$ cat src/hw/rtl/deq_pkg.sv
// deq_pkg: command and status codes, and the per-cell control bundle
// shared by the deque cell chain and its top level; no dependencies
`timescale 1ns / 1ps

package deq_pkg;

  localparam int unsigned CMD_W   = 3;
  localparam int unsigned STAT_W  = 2;
  localparam int unsigned DATA_W  = 32;
  localparam int unsigned MODE_W  = 2;

  localparam logic [CMD_W-1:0] CMD_PUSH_FRONT = 3'd0;
  localparam logic [CMD_W-1:0] CMD_PUSH_REAR  = 3'd1;
  localparam logic [CMD_W-1:0] CMD_POP_FRONT  = 3'd2;
  localparam logic [CMD_W-1:0] CMD_POP_REAR   = 3'd3;
  localparam logic [CMD_W-1:0] CMD_LIST       = 3'd4;

  localparam logic [STAT_W-1:0] ST_OK     = 2'd0;
  localparam logic [STAT_W-1:0] ST_EMPTY  = 2'd1;
  localparam logic [STAT_W-1:0] ST_FULL   = 2'd2;
  localparam logic [STAT_W-1:0] ST_DENIED = 2'd3;

  localparam logic [MODE_W-1:0] MODE_FREE       = 2'd0;
  localparam logic [MODE_W-1:0] MODE_IN_LIMITED  = 2'd1;
  localparam logic [MODE_W-1:0] MODE_OUT_LIMITED = 2'd2;

  typedef logic signed [DATA_W-1:0] data_t;

  typedef struct packed {
    logic push_front;
    logic push_rear;
    logic pop_front;
    logic pop_rear;
    logic list_start;
    logic rotate;
  } cell_ctl_t;

endpackage

$ cat src/hw/rtl/deq_cell.sv
// deq_cell: one queue position of the deque chain, holding an element,
// its valid bit and the tail mark used while listing; uses deq_pkg
`timescale 1ns / 1ps

module deq_cell
  import deq_pkg::*;
(
  input  logic      clk,
  input  logic      rst,
  input  cell_ctl_t ctl,
  input  data_t     value,
  input  data_t     left_data,
  input  logic      left_valid,
  input  data_t     right_data,
  input  logic      right_valid,
  input  logic      right_mark,
  input  data_t     head_data,
  input  logic      head_mark,
  output data_t     data,
  output logic      valid,
  output logic      mark,
  output logic      is_tail
);

  data_t data_next;
  logic  valid_next;
  logic  mark_next;

  assign is_tail = valid && !right_valid;

  always_comb begin
    data_next  = data;
    valid_next = valid;
    mark_next  = mark;
    if (ctl.push_front) begin
      data_next  = left_data;
      valid_next = left_valid;
    end else if (ctl.push_rear) begin
      if (left_valid && !valid) begin
        data_next  = value;
        valid_next = 1'b1;
      end
    end else if (ctl.pop_front) begin
      data_next  = right_data;
      valid_next = right_valid;
    end else if (ctl.pop_rear) begin
      if (is_tail) begin
        valid_next = 1'b0;
      end
    end else if (ctl.list_start) begin
      mark_next = is_tail;
    end else if (ctl.rotate) begin
      // the head element wraps around to the tail
      if (is_tail) begin
        data_next = head_data;
        mark_next = head_mark;
      end else begin
        data_next = right_data;
        mark_next = right_mark;
      end
    end
  end

  always_ff @(posedge clk) begin
    if (rst) begin
      valid <= 1'b0;
      mark  <= 1'b0;
    end else begin
      valid <= valid_next;
      mark  <= mark_next;
    end
    data <= data_next;
  end

endmodule

$ cat src/hw/rtl/double_ended_queue.sv
// double_ended_queue: bounded deque built as a chain of deq_cell stages,
// with command decode, mode register and result registers; uses deq_pkg
`timescale 1ns / 1ps
//
// channel   direction  handshake            payload
// command   in         start & !busy        command, value
// config    in         cfg_we               cfg_data
// result    out        strobe (one cycle)   status, element, last
//
// push, pop and rejected commands are carried out when accepted; the result follows on
// the next cycle and a new item may be started right away.
// list walks the chain by rotating it one cell per cycle: busy stays high
// while the stored elements are read out, one result each, the last with last set.
// rst is synchronous and clears the valid bits, tail marks and mode.
// the receiver cannot stall; results are never held.

module double_ended_queue
  import deq_pkg::*;
#(
  parameter int unsigned DEPTH = 16
) (
  input  logic                clk,
  input  logic                rst,
  input  logic                start,
  output logic                busy,
  input  logic [CMD_W-1:0]    command,
  input  logic signed [31:0]  value,
  input  logic                cfg_we,
  input  logic [MODE_W-1:0]   cfg_data,
  output logic                strobe,
  output logic [STAT_W-1:0]   status,
  output logic signed [31:0]  element,
  output logic                last
);

  logic [MODE_W-1:0] mode;
  logic              listing;

  data_t      cell_data  [DEPTH];
  logic [DEPTH-1:0] cell_valid;
  logic [DEPTH-1:0] cell_mark;
  logic [DEPTH-1:0] cell_tail;
  cell_ctl_t  ctl;

  logic  accept;
  logic  denied;
  logic  empty;
  logic  full;
  logic  ok_cmd;
  data_t tail_data;

  assign busy   = listing;
  assign accept = start && !busy;
  assign empty  = !cell_valid[0];
  assign full   = cell_valid[DEPTH-1];

  assign denied = (command > CMD_LIST)
               || (mode == MODE_IN_LIMITED && command == CMD_PUSH_REAR)
               || (mode == MODE_OUT_LIMITED && command == CMD_POP_FRONT);
  assign ok_cmd = accept && !denied;

  always_comb begin
    ctl            = '0;
    ctl.push_front = ok_cmd && command == CMD_PUSH_FRONT && !full;
    ctl.push_rear  = ok_cmd && command == CMD_PUSH_REAR && !full;
    ctl.pop_front  = ok_cmd && command == CMD_POP_FRONT && !empty;
    ctl.pop_rear   = ok_cmd && command == CMD_POP_REAR && !empty;
    ctl.list_start = ok_cmd && command == CMD_LIST && !empty;
    ctl.rotate     = listing;
  end

  // one-hot select of the rear element
  always_comb begin
    tail_data = '0;
    for (int i = 0; i < int'(DEPTH); i++) begin
      tail_data = tail_data | (cell_data[i] & {DATA_W{cell_tail[i]}});
    end
  end

  for (genvar g = 0; g < DEPTH; g++) begin : g_cell
    data_t l_data;
    logic  l_valid;
    data_t r_data;
    logic  r_valid;
    logic  r_mark;

    if (g == 0) begin : g_first
      assign l_data  = value;
      assign l_valid = 1'b1;
    end else begin : g_inner_l
      assign l_data  = cell_data[g-1];
      assign l_valid = cell_valid[g-1];
    end

    if (g == DEPTH - 1) begin : g_final
      assign r_data  = '0;
      assign r_valid = 1'b0;
      assign r_mark  = 1'b0;
    end else begin : g_inner_r
      assign r_data  = cell_data[g+1];
      assign r_valid = cell_valid[g+1];
      assign r_mark  = cell_mark[g+1];
    end

    deq_cell u_cell (
      .clk         (clk),
      .rst         (rst),
      .ctl         (ctl),
      .value       (value),
      .left_data   (l_data),
      .left_valid  (l_valid),
      .right_data  (r_data),
      .right_valid (r_valid),
      .right_mark  (r_mark),
      .head_data   (cell_data[0]),
      .head_mark   (cell_mark[0]),
      .data        (cell_data[g]),
      .valid       (cell_valid[g]),
      .mark        (cell_mark[g]),
      .is_tail     (cell_tail[g])
    );
  end

  always_ff @(posedge clk) begin
    if (rst) begin
      mode    <= MODE_FREE;
      listing <= 1'b0;
      strobe  <= 1'b0;
    end else begin
      if (cfg_we) begin
        mode <= cfg_data;
      end
      strobe <= 1'b0;
      if (listing) begin
        strobe  <= 1'b1;
        status  <= ST_OK;
        element <= cell_data[0];
        last    <= cell_mark[0];
        if (cell_mark[0]) begin
          listing <= 1'b0;
        end
      end else if (accept) begin
        strobe  <= 1'b1;
        status  <= ST_OK;
        element <= '0;
        last    <= 1'b1;
        if (denied) begin
          status <= ST_DENIED;
        end else begin
          case (command)
            CMD_PUSH_FRONT, CMD_PUSH_REAR: begin
              if (full) begin
                status <= ST_FULL;
              end
            end
            CMD_POP_FRONT: begin
              if (empty) begin
                status <= ST_EMPTY;
              end else begin
                element <= cell_data[0];
              end
            end
            CMD_POP_REAR: begin
              if (empty) begin
                status <= ST_EMPTY;
              end else begin
                element <= tail_data;
              end
            end
            CMD_LIST: begin
              if (empty) begin
                status <= ST_EMPTY;
              end else begin
                strobe  <= 1'b0;
                listing <= 1'b1;
              end
            end
            default: begin
              status <= ST_DENIED;
            end
          endcase
        end
      end
    end
  end

`ifndef SYNTH
  // occupied cells always form a run starting at the head
  assert property (@(posedge clk) disable iff (rst)
    ((cell_valid & (cell_valid + 1'b1)) == '0))
    else $error("valid bits not contiguous");

  // exactly one tail mark travels around the chain while listing
  assert property (@(posedge clk) disable iff (rst)
    listing |-> $onehot(cell_mark))
    else $error("tail mark lost while listing");

  // rotation never changes occupancy
  assert property (@(posedge clk) disable iff (rst)
    listing |=> $stable(cell_valid))
    else $error("occupancy changed during list");

  // a result only follows an accepted item or a list step
  assert property (@(posedge clk) disable iff (rst)
    strobe |-> $past(accept || listing))
    else $error("result without cause");
`endif

endmodule

$ cat config.mk
export PLATFORM = sky130hd
export DESIGN_NAME = double_ended_queue
export DESIGN_NICKNAME = d
export VERILOG_FILES = /design/src/hw/rtl/deq_pkg.sv /design/src/hw/rtl/deq_cell.sv /design/src/hw/rtl/double_ended_queue.sv
export SDC_FILE = /design/constraint.sdc
export NUM_CORES = 2
export LEC_CHECK = 0
export BUFFER_PORTS_ARGS = -buffer_cell sky130_fd_sc_hd__buf_2
export CAP_MARGIN = 20
export CORE_MARGIN = 2
export CORE_UTILIZATION = 25
export CTS_CLUSTER_SIZE = 12
export DETAILED_ROUTE_END_ITERATION = 6
export PLACE_DENSITY = 0.41
export SYNTH_ARGS = -nofsm -noshare
export SYNTH_HDL_FRONTEND = slang
export SYNTH_SLANG_ARGS = --single-unit
$ cat constraint.sdc
create_clock -name clk -period 12 [get_ports clk]
set_input_delay 1.8 -clock clk [delete_from_list [all_inputs] [get_ports clk]]
set_output_delay 1.8 -clock clk [all_outputs]
set_load 0.005 [all_outputs]
* After elaboration in Yosys (flattened, before gate mapping)
Index checks and enable logic that the tools add are counted.
Word-level totals: flip-flop bits (word level) 583, output and inout port bits 37, input bits 41
Operators by class: reduce and logical (&&, ||, !) cells 105, bitwise operators 36, multiplexer cells 294, $lt $le $gt $ge 1, eq/ne operators 26
Operators with widths (count):
- 32-bit 2-to-1 mux | 133
- 32-bit AND | 16
- 32-bit bitwise OR | 15
- 1-bit 2-to-1 mux | 156
- 4-bit nonzero test | 17
- 32-bit case mux with 2 select lines | 1
- 4-bit AND reduction | 15
- 3-bit by 1-bit inequality test with 1-bit output (second input constant) | 15
- 3-bit AND reduction | 14
- 1-bit logical AND | 29
- 1-bit zero test | 17
- 5-bit AND reduction | 2
- 4-bit by 1-bit inequality test with 1-bit output (second input constant) | 2
- 3-bit by 2-bit == test with 1-bit output (second input constant) | 2
- 2-bit 2-to-1 mux | 3
- 2-bit AND reduction | 3
- 6-bit AND reduction | 1
- 1-bit NOT | 5
- 4-bit inequality test (second input constant) | 1
- 2-bit case mux with 2 select lines | 1
- 2-bit nonzero test | 2
- 3-bit by 1-bit == test with 1-bit output (second input constant) | 1
- 3-bit == test (second input constant) | 1
- 3-bit greater-than comparator (second input constant) | 1
- other kinds (8) | 9

* Depth between registers and ports, before layout
word-level depth 23, depth in mapped cells 9

* Cells and area by module
From an unflattened synthesis, not the netlist that was laid out.
Unflattened totals: cells, all modules 3190, area total of the unflattened synthesis 36844.1 µm²
Modules (own cells, without submodules):
- deq_cell | area an instance 2020.7 µm², times used 16, cells each 171, sequential area each 1001.0 µm²
- double_ended_queue | area an instance 4513.1 µm², times used 1, cells each 454, sequential area each 1131.1 µm²

* Least setup slack after synthesis
OpenSTA, ideal clock, no wires.
kind in2reg, start input port command[1], end register g_cell[0].u_cell.data[0] (enable), data required time 11526 ps, data arrival time 5268 ps, setup time 474 ps, path slack 6258 ps, stages on the path 6, buffers on the path 2, cell sequence buf_2 nor2_1 nor2_1 or2_2 buf_2 a221oi_1
Between the ends: longest elaborated chain between the ends 10
RTL lines:
- from (decl) | line double_ended_queue.sv:26 | input logic [CMD_W-1:0] command,
- parallel branches: the longest is 9 deep, another holds 3-bit greater-than comparator
- 5-bit AND reduction (no source line) *
- to (signal assigned) | line deq_cell.sv:72 | data <= data_next;
- to (decl) | line deq_cell.sv:19 | output data_t data,
Mark *: on every way between the ends. A chain may end at the register's enable or synchronous reset.

* Final worst setup path
start input port command[0], end register g_cell[12].u_cell.data[17] (data pin)
Between the ends: longest elaborated chain between the ends 11
RTL lines:
- parallel branches: the longest is 10 deep, another holds 3-bit greater-than comparator
- 32-bit 2-to-1 mux * | line deq_cell.sv:35 | if (ctl.push_front) begin
- via g_cell[12].u_cell.data_next[17] | line deq_cell.sv:25 | data_t data_next;
- to (signal assigned) | line deq_cell.sv:72
- to (decl) | line deq_cell.sv:19
Mark *: on every way through the listed nets, which the timed path passes.

==> out/qor.txt <==
outcome: completed
Reg clk slew, reported paths: 0.06 ns
PnR Total Power: 5.08 mW
Setup CP Type: input pin to register
clk sinks: 583
overall routing resource usage: 21.8%
vias in the first global route: 28100
global placement routability congestion: 0.755
topmost layer with routed signal wires: met5
EDFF count, synth: 547
RSZ-0062 raised after global routing: false
CTS buffer count: 74
leading post-synthesis cells by cell area: sky130_fd_sc_hd__edfxtp_1 (50%), sky130_fd_sc_hd__o221ai_1 (11%), sky130_fd_sc_hd__a21oi_1 (7.4%)
Met1 Routed Length: 68200 µm
# nets final: 3041
Lkg Pwr: 11.9 nW
most used standard cells in the synthesized netlist: sky130_fd_sc_hd__edfxtp_1 (547), sky130_fd_sc_hd__a21oi_1 (488), sky130_fd_sc_hd__o221ai_1 (420), sky130_fd_sc_hd__nand3_1 (418), sky130_fd_sc_hd__clkbuf_1 (255)
final-report setup violation count: 0
element type at the critical path end: register
sequential element share of the synthesized area: 52.1%
wire length reported by the detailed router: 153000 µm
clock latency on the worst-skew pair: 0.64 ns
Congestion Overflow GR: 0
final-layout setup total negative slack: 0 ns
detailed-placement wirelength estimate: 77100 µm
number of nets produced by synthesis: 3245
instance count after placement with tap cells included: 4678
Critical Path RT: 12.44 ns
nature of the critical path startpoint: input pin
reported net switching power: 1.40 mW
Root Driver: sky130_fd_sc_hd__clkbuf_16
final instance count without filler cells: 4802
via count: 30000
pin count of the biggest net entering global routing: 196
clock tree from TritonCTS: yes
clock network power share: 41.6%
cell count after synthesis: 3204
total of max-cap violations: 0
starting density of the core: 25.1%
Residual DRC: 0
Post-CTS Repair Setup Buffers: 0
hold buffer count at cts: 0
number of design-rule violations left by the first detailed-router iteration: 4458
core utilization of the finished layout: 28.1%
Critical Path Fanout Max: 193
level count of the clock H-tree: 3
Final Hold Viols: 0
placeable core region: 131000 µm²
design internal power: 3.68 mW
sequential fraction of design power: 47.2%
post-route clock period utilization: 45.7%
Resized cells post-CTS: 0
post-layout minimum cycle time: 5.49 ns
average via count per standard cell: 6.25
areal power density over the cells: 138 nW/µm²
Syn-to-layout area delta: 11.9%
standard-cell rows: 133
first-pass GRT wire length: 216000 µm
area enclosed by the die boundary: 135000 µm²
layout cells sized above 1: 10.0%
Final Skew: 0.0274 ns
Arrival @ worst endpoint: 5.93 ns
Yosys top cell area share: 49.9%
library cell with the highest instance count after synthesis: sky130_fd_sc_hd__edfxtp_1
horizontal die dimension: 367 µm
number of slew-limit violations in the final report: 0
worst IR drop on VDD: 0.0720 mV
combinational cell fraction of total power: 11.2%
Die Height: 367 µm
number of warnings reported in the yosys synthesis log: 0
Slew Limit Headroom: 23.9%
average wire length per cell after detail routing: 31.9 µm
largest area contributor in the synthesized netlist: sky130_fd_sc_hd__edfxtp_1
switching portion of total power: 27.5%
netlist area before placement: 32900 µm²
clk buf depth: 3
number of distinct library cell variants in the gate-level netlist after synthesis: 56
number of port buffers: 77
ports placed on the boundary: 78
path category of the worst min-delay check: register to register
number of synthesized register bits: 583
transition time at the pin with the least slew margin: 1.14 ns
number of antenna violations at the first check in global routing: 12
predominant post-synthesis flop cell: sky130_fd_sc_hd__edfxtp_1
antenna-violating nets left: 0
syn_area_per_cell: 10.3 µm²
detailed-routed wire length on met3: 13200 µm
wire length on met2: 67900 µm
number of optimization iterations in the first detailed-route pass: 6
highest clock frequency the design can meet: 0.182 GHz
asr flop ratio synth: 0%
## sequential cells by signal, indices dropped and copies added, names as in the netlist
| name | flops |
|---|---|
| status | 2 |
| g_cell.u_cell.mark | 16 |
| mode | 2 |
| g_cell.u_cell.data | 512 |
| g_cell.u_cell.valid | 16 |
| element | 32 |
| last | 1 |
| strobe | 1 |
| busy | 1 |
## critical path, stage by stage
cell	delay (ns)
sky130_fd_sc_hd__buf_4	0.71
sky130_fd_sc_hd__nand3b_1	0.29
sky130_fd_sc_hd__o21ai_4	0.28
sky130_fd_sc_hd__buf_12	0.53
sky130_fd_sc_hd__buf_4	0.95
sky130_fd_sc_hd__nand2_1	0.61
sky130_fd_sc_hd__o221ai_1	0.36
## area by class of cell
class                   count  area [µm²]
clock buffers              98        2010
multi-input cells        2192       14400
diodes                      2        5.00
clock inverters            23         133
fillers                 13800       94300
well taps                1755        2200
repair buffers            137         921
inverters                  12        52.6
flip-flops and latches    583       17200
## power groups by stage
stage	Clock (mW)	Combinational, mW	Sequential (mW)
after detailed placement	0	0.561	2.44
final	2.12	0.570	2.40
after floorplan	0	0.370	2.41
after CTS	2.16	0.562	2.39
after global placement	0	0.558	2.44
after global routing	2.22	0.614	2.40
## metal layers
layer	track usage [%]	vias up
met1	31.4	15400
met4	5.81	6
met3	4.40	225
li1	-	12700
met2	32.9	1644
met5	0	-
## kinds of logic after synthesis
family / synth area share (%)
buffers and inverters: 5.64
AOI/OAI and AO/OA: 29.6
and+or+nand+nor: 12.6
muxes: 0.152
DFF: 52.1
## final timing paths
check,start,endpoint,slack (ns),cells past startpoint
worst min-delay path,g_cell[1].u_cell.mark,g_cell[1].u_cell.mark,0.53,1
worst max-delay path,command[0],g_cell[12].u_cell.data[17],6.51,7
worst min register to register,g_cell[1].u_cell.mark,g_cell[1].u_cell.mark,0.53,1
worst max register to register,g_cell[15].u_cell.valid,g_cell[5].u_cell.data[30],8.02,6
## cell usage in the layout (no fill, tap or decap), drive strengths merged, types with 3 or more instances in the layout
cell,netlist,routed
a311o,3,3
o41ai,3,3
nor2,61,61
o221a,13,13
nand2b,9,9
o311ai,3,3
o221ai,420,420
a22o,160,160
a31oi,15,15
nor2b,16,16
nand2,218,218
nor3,6,6
o32ai,6,6
nand4,32,32
clkbuf,256,98
inv,12,14
mux2i,5,5
a221o,32,32
nand3,418,418
nor3b,4,4
edfxtp,547,547
and2,66,66
a211o,3,3
a221oi,130,130
dfxtp,36,36
clkinv,0,20
a21o,3,3
or2,5,5
a21oi,488,488
a211oi,4,4
buf,161,137
o21ai,48,48
## stage by stage
step                instance area, µm²  hold WS [ns]  setup WS [ns]
floorplan                        32900         0.488           6.26
finish                           36900         0.526           6.51
detailed placement               34700         0.508           6.04
global placement                 34700         0.505           6.17
global route                     36900         0.540           6.43
CTS                              36800         0.531           6.73
Note: power is estimated with default switching activity, not from simulation.
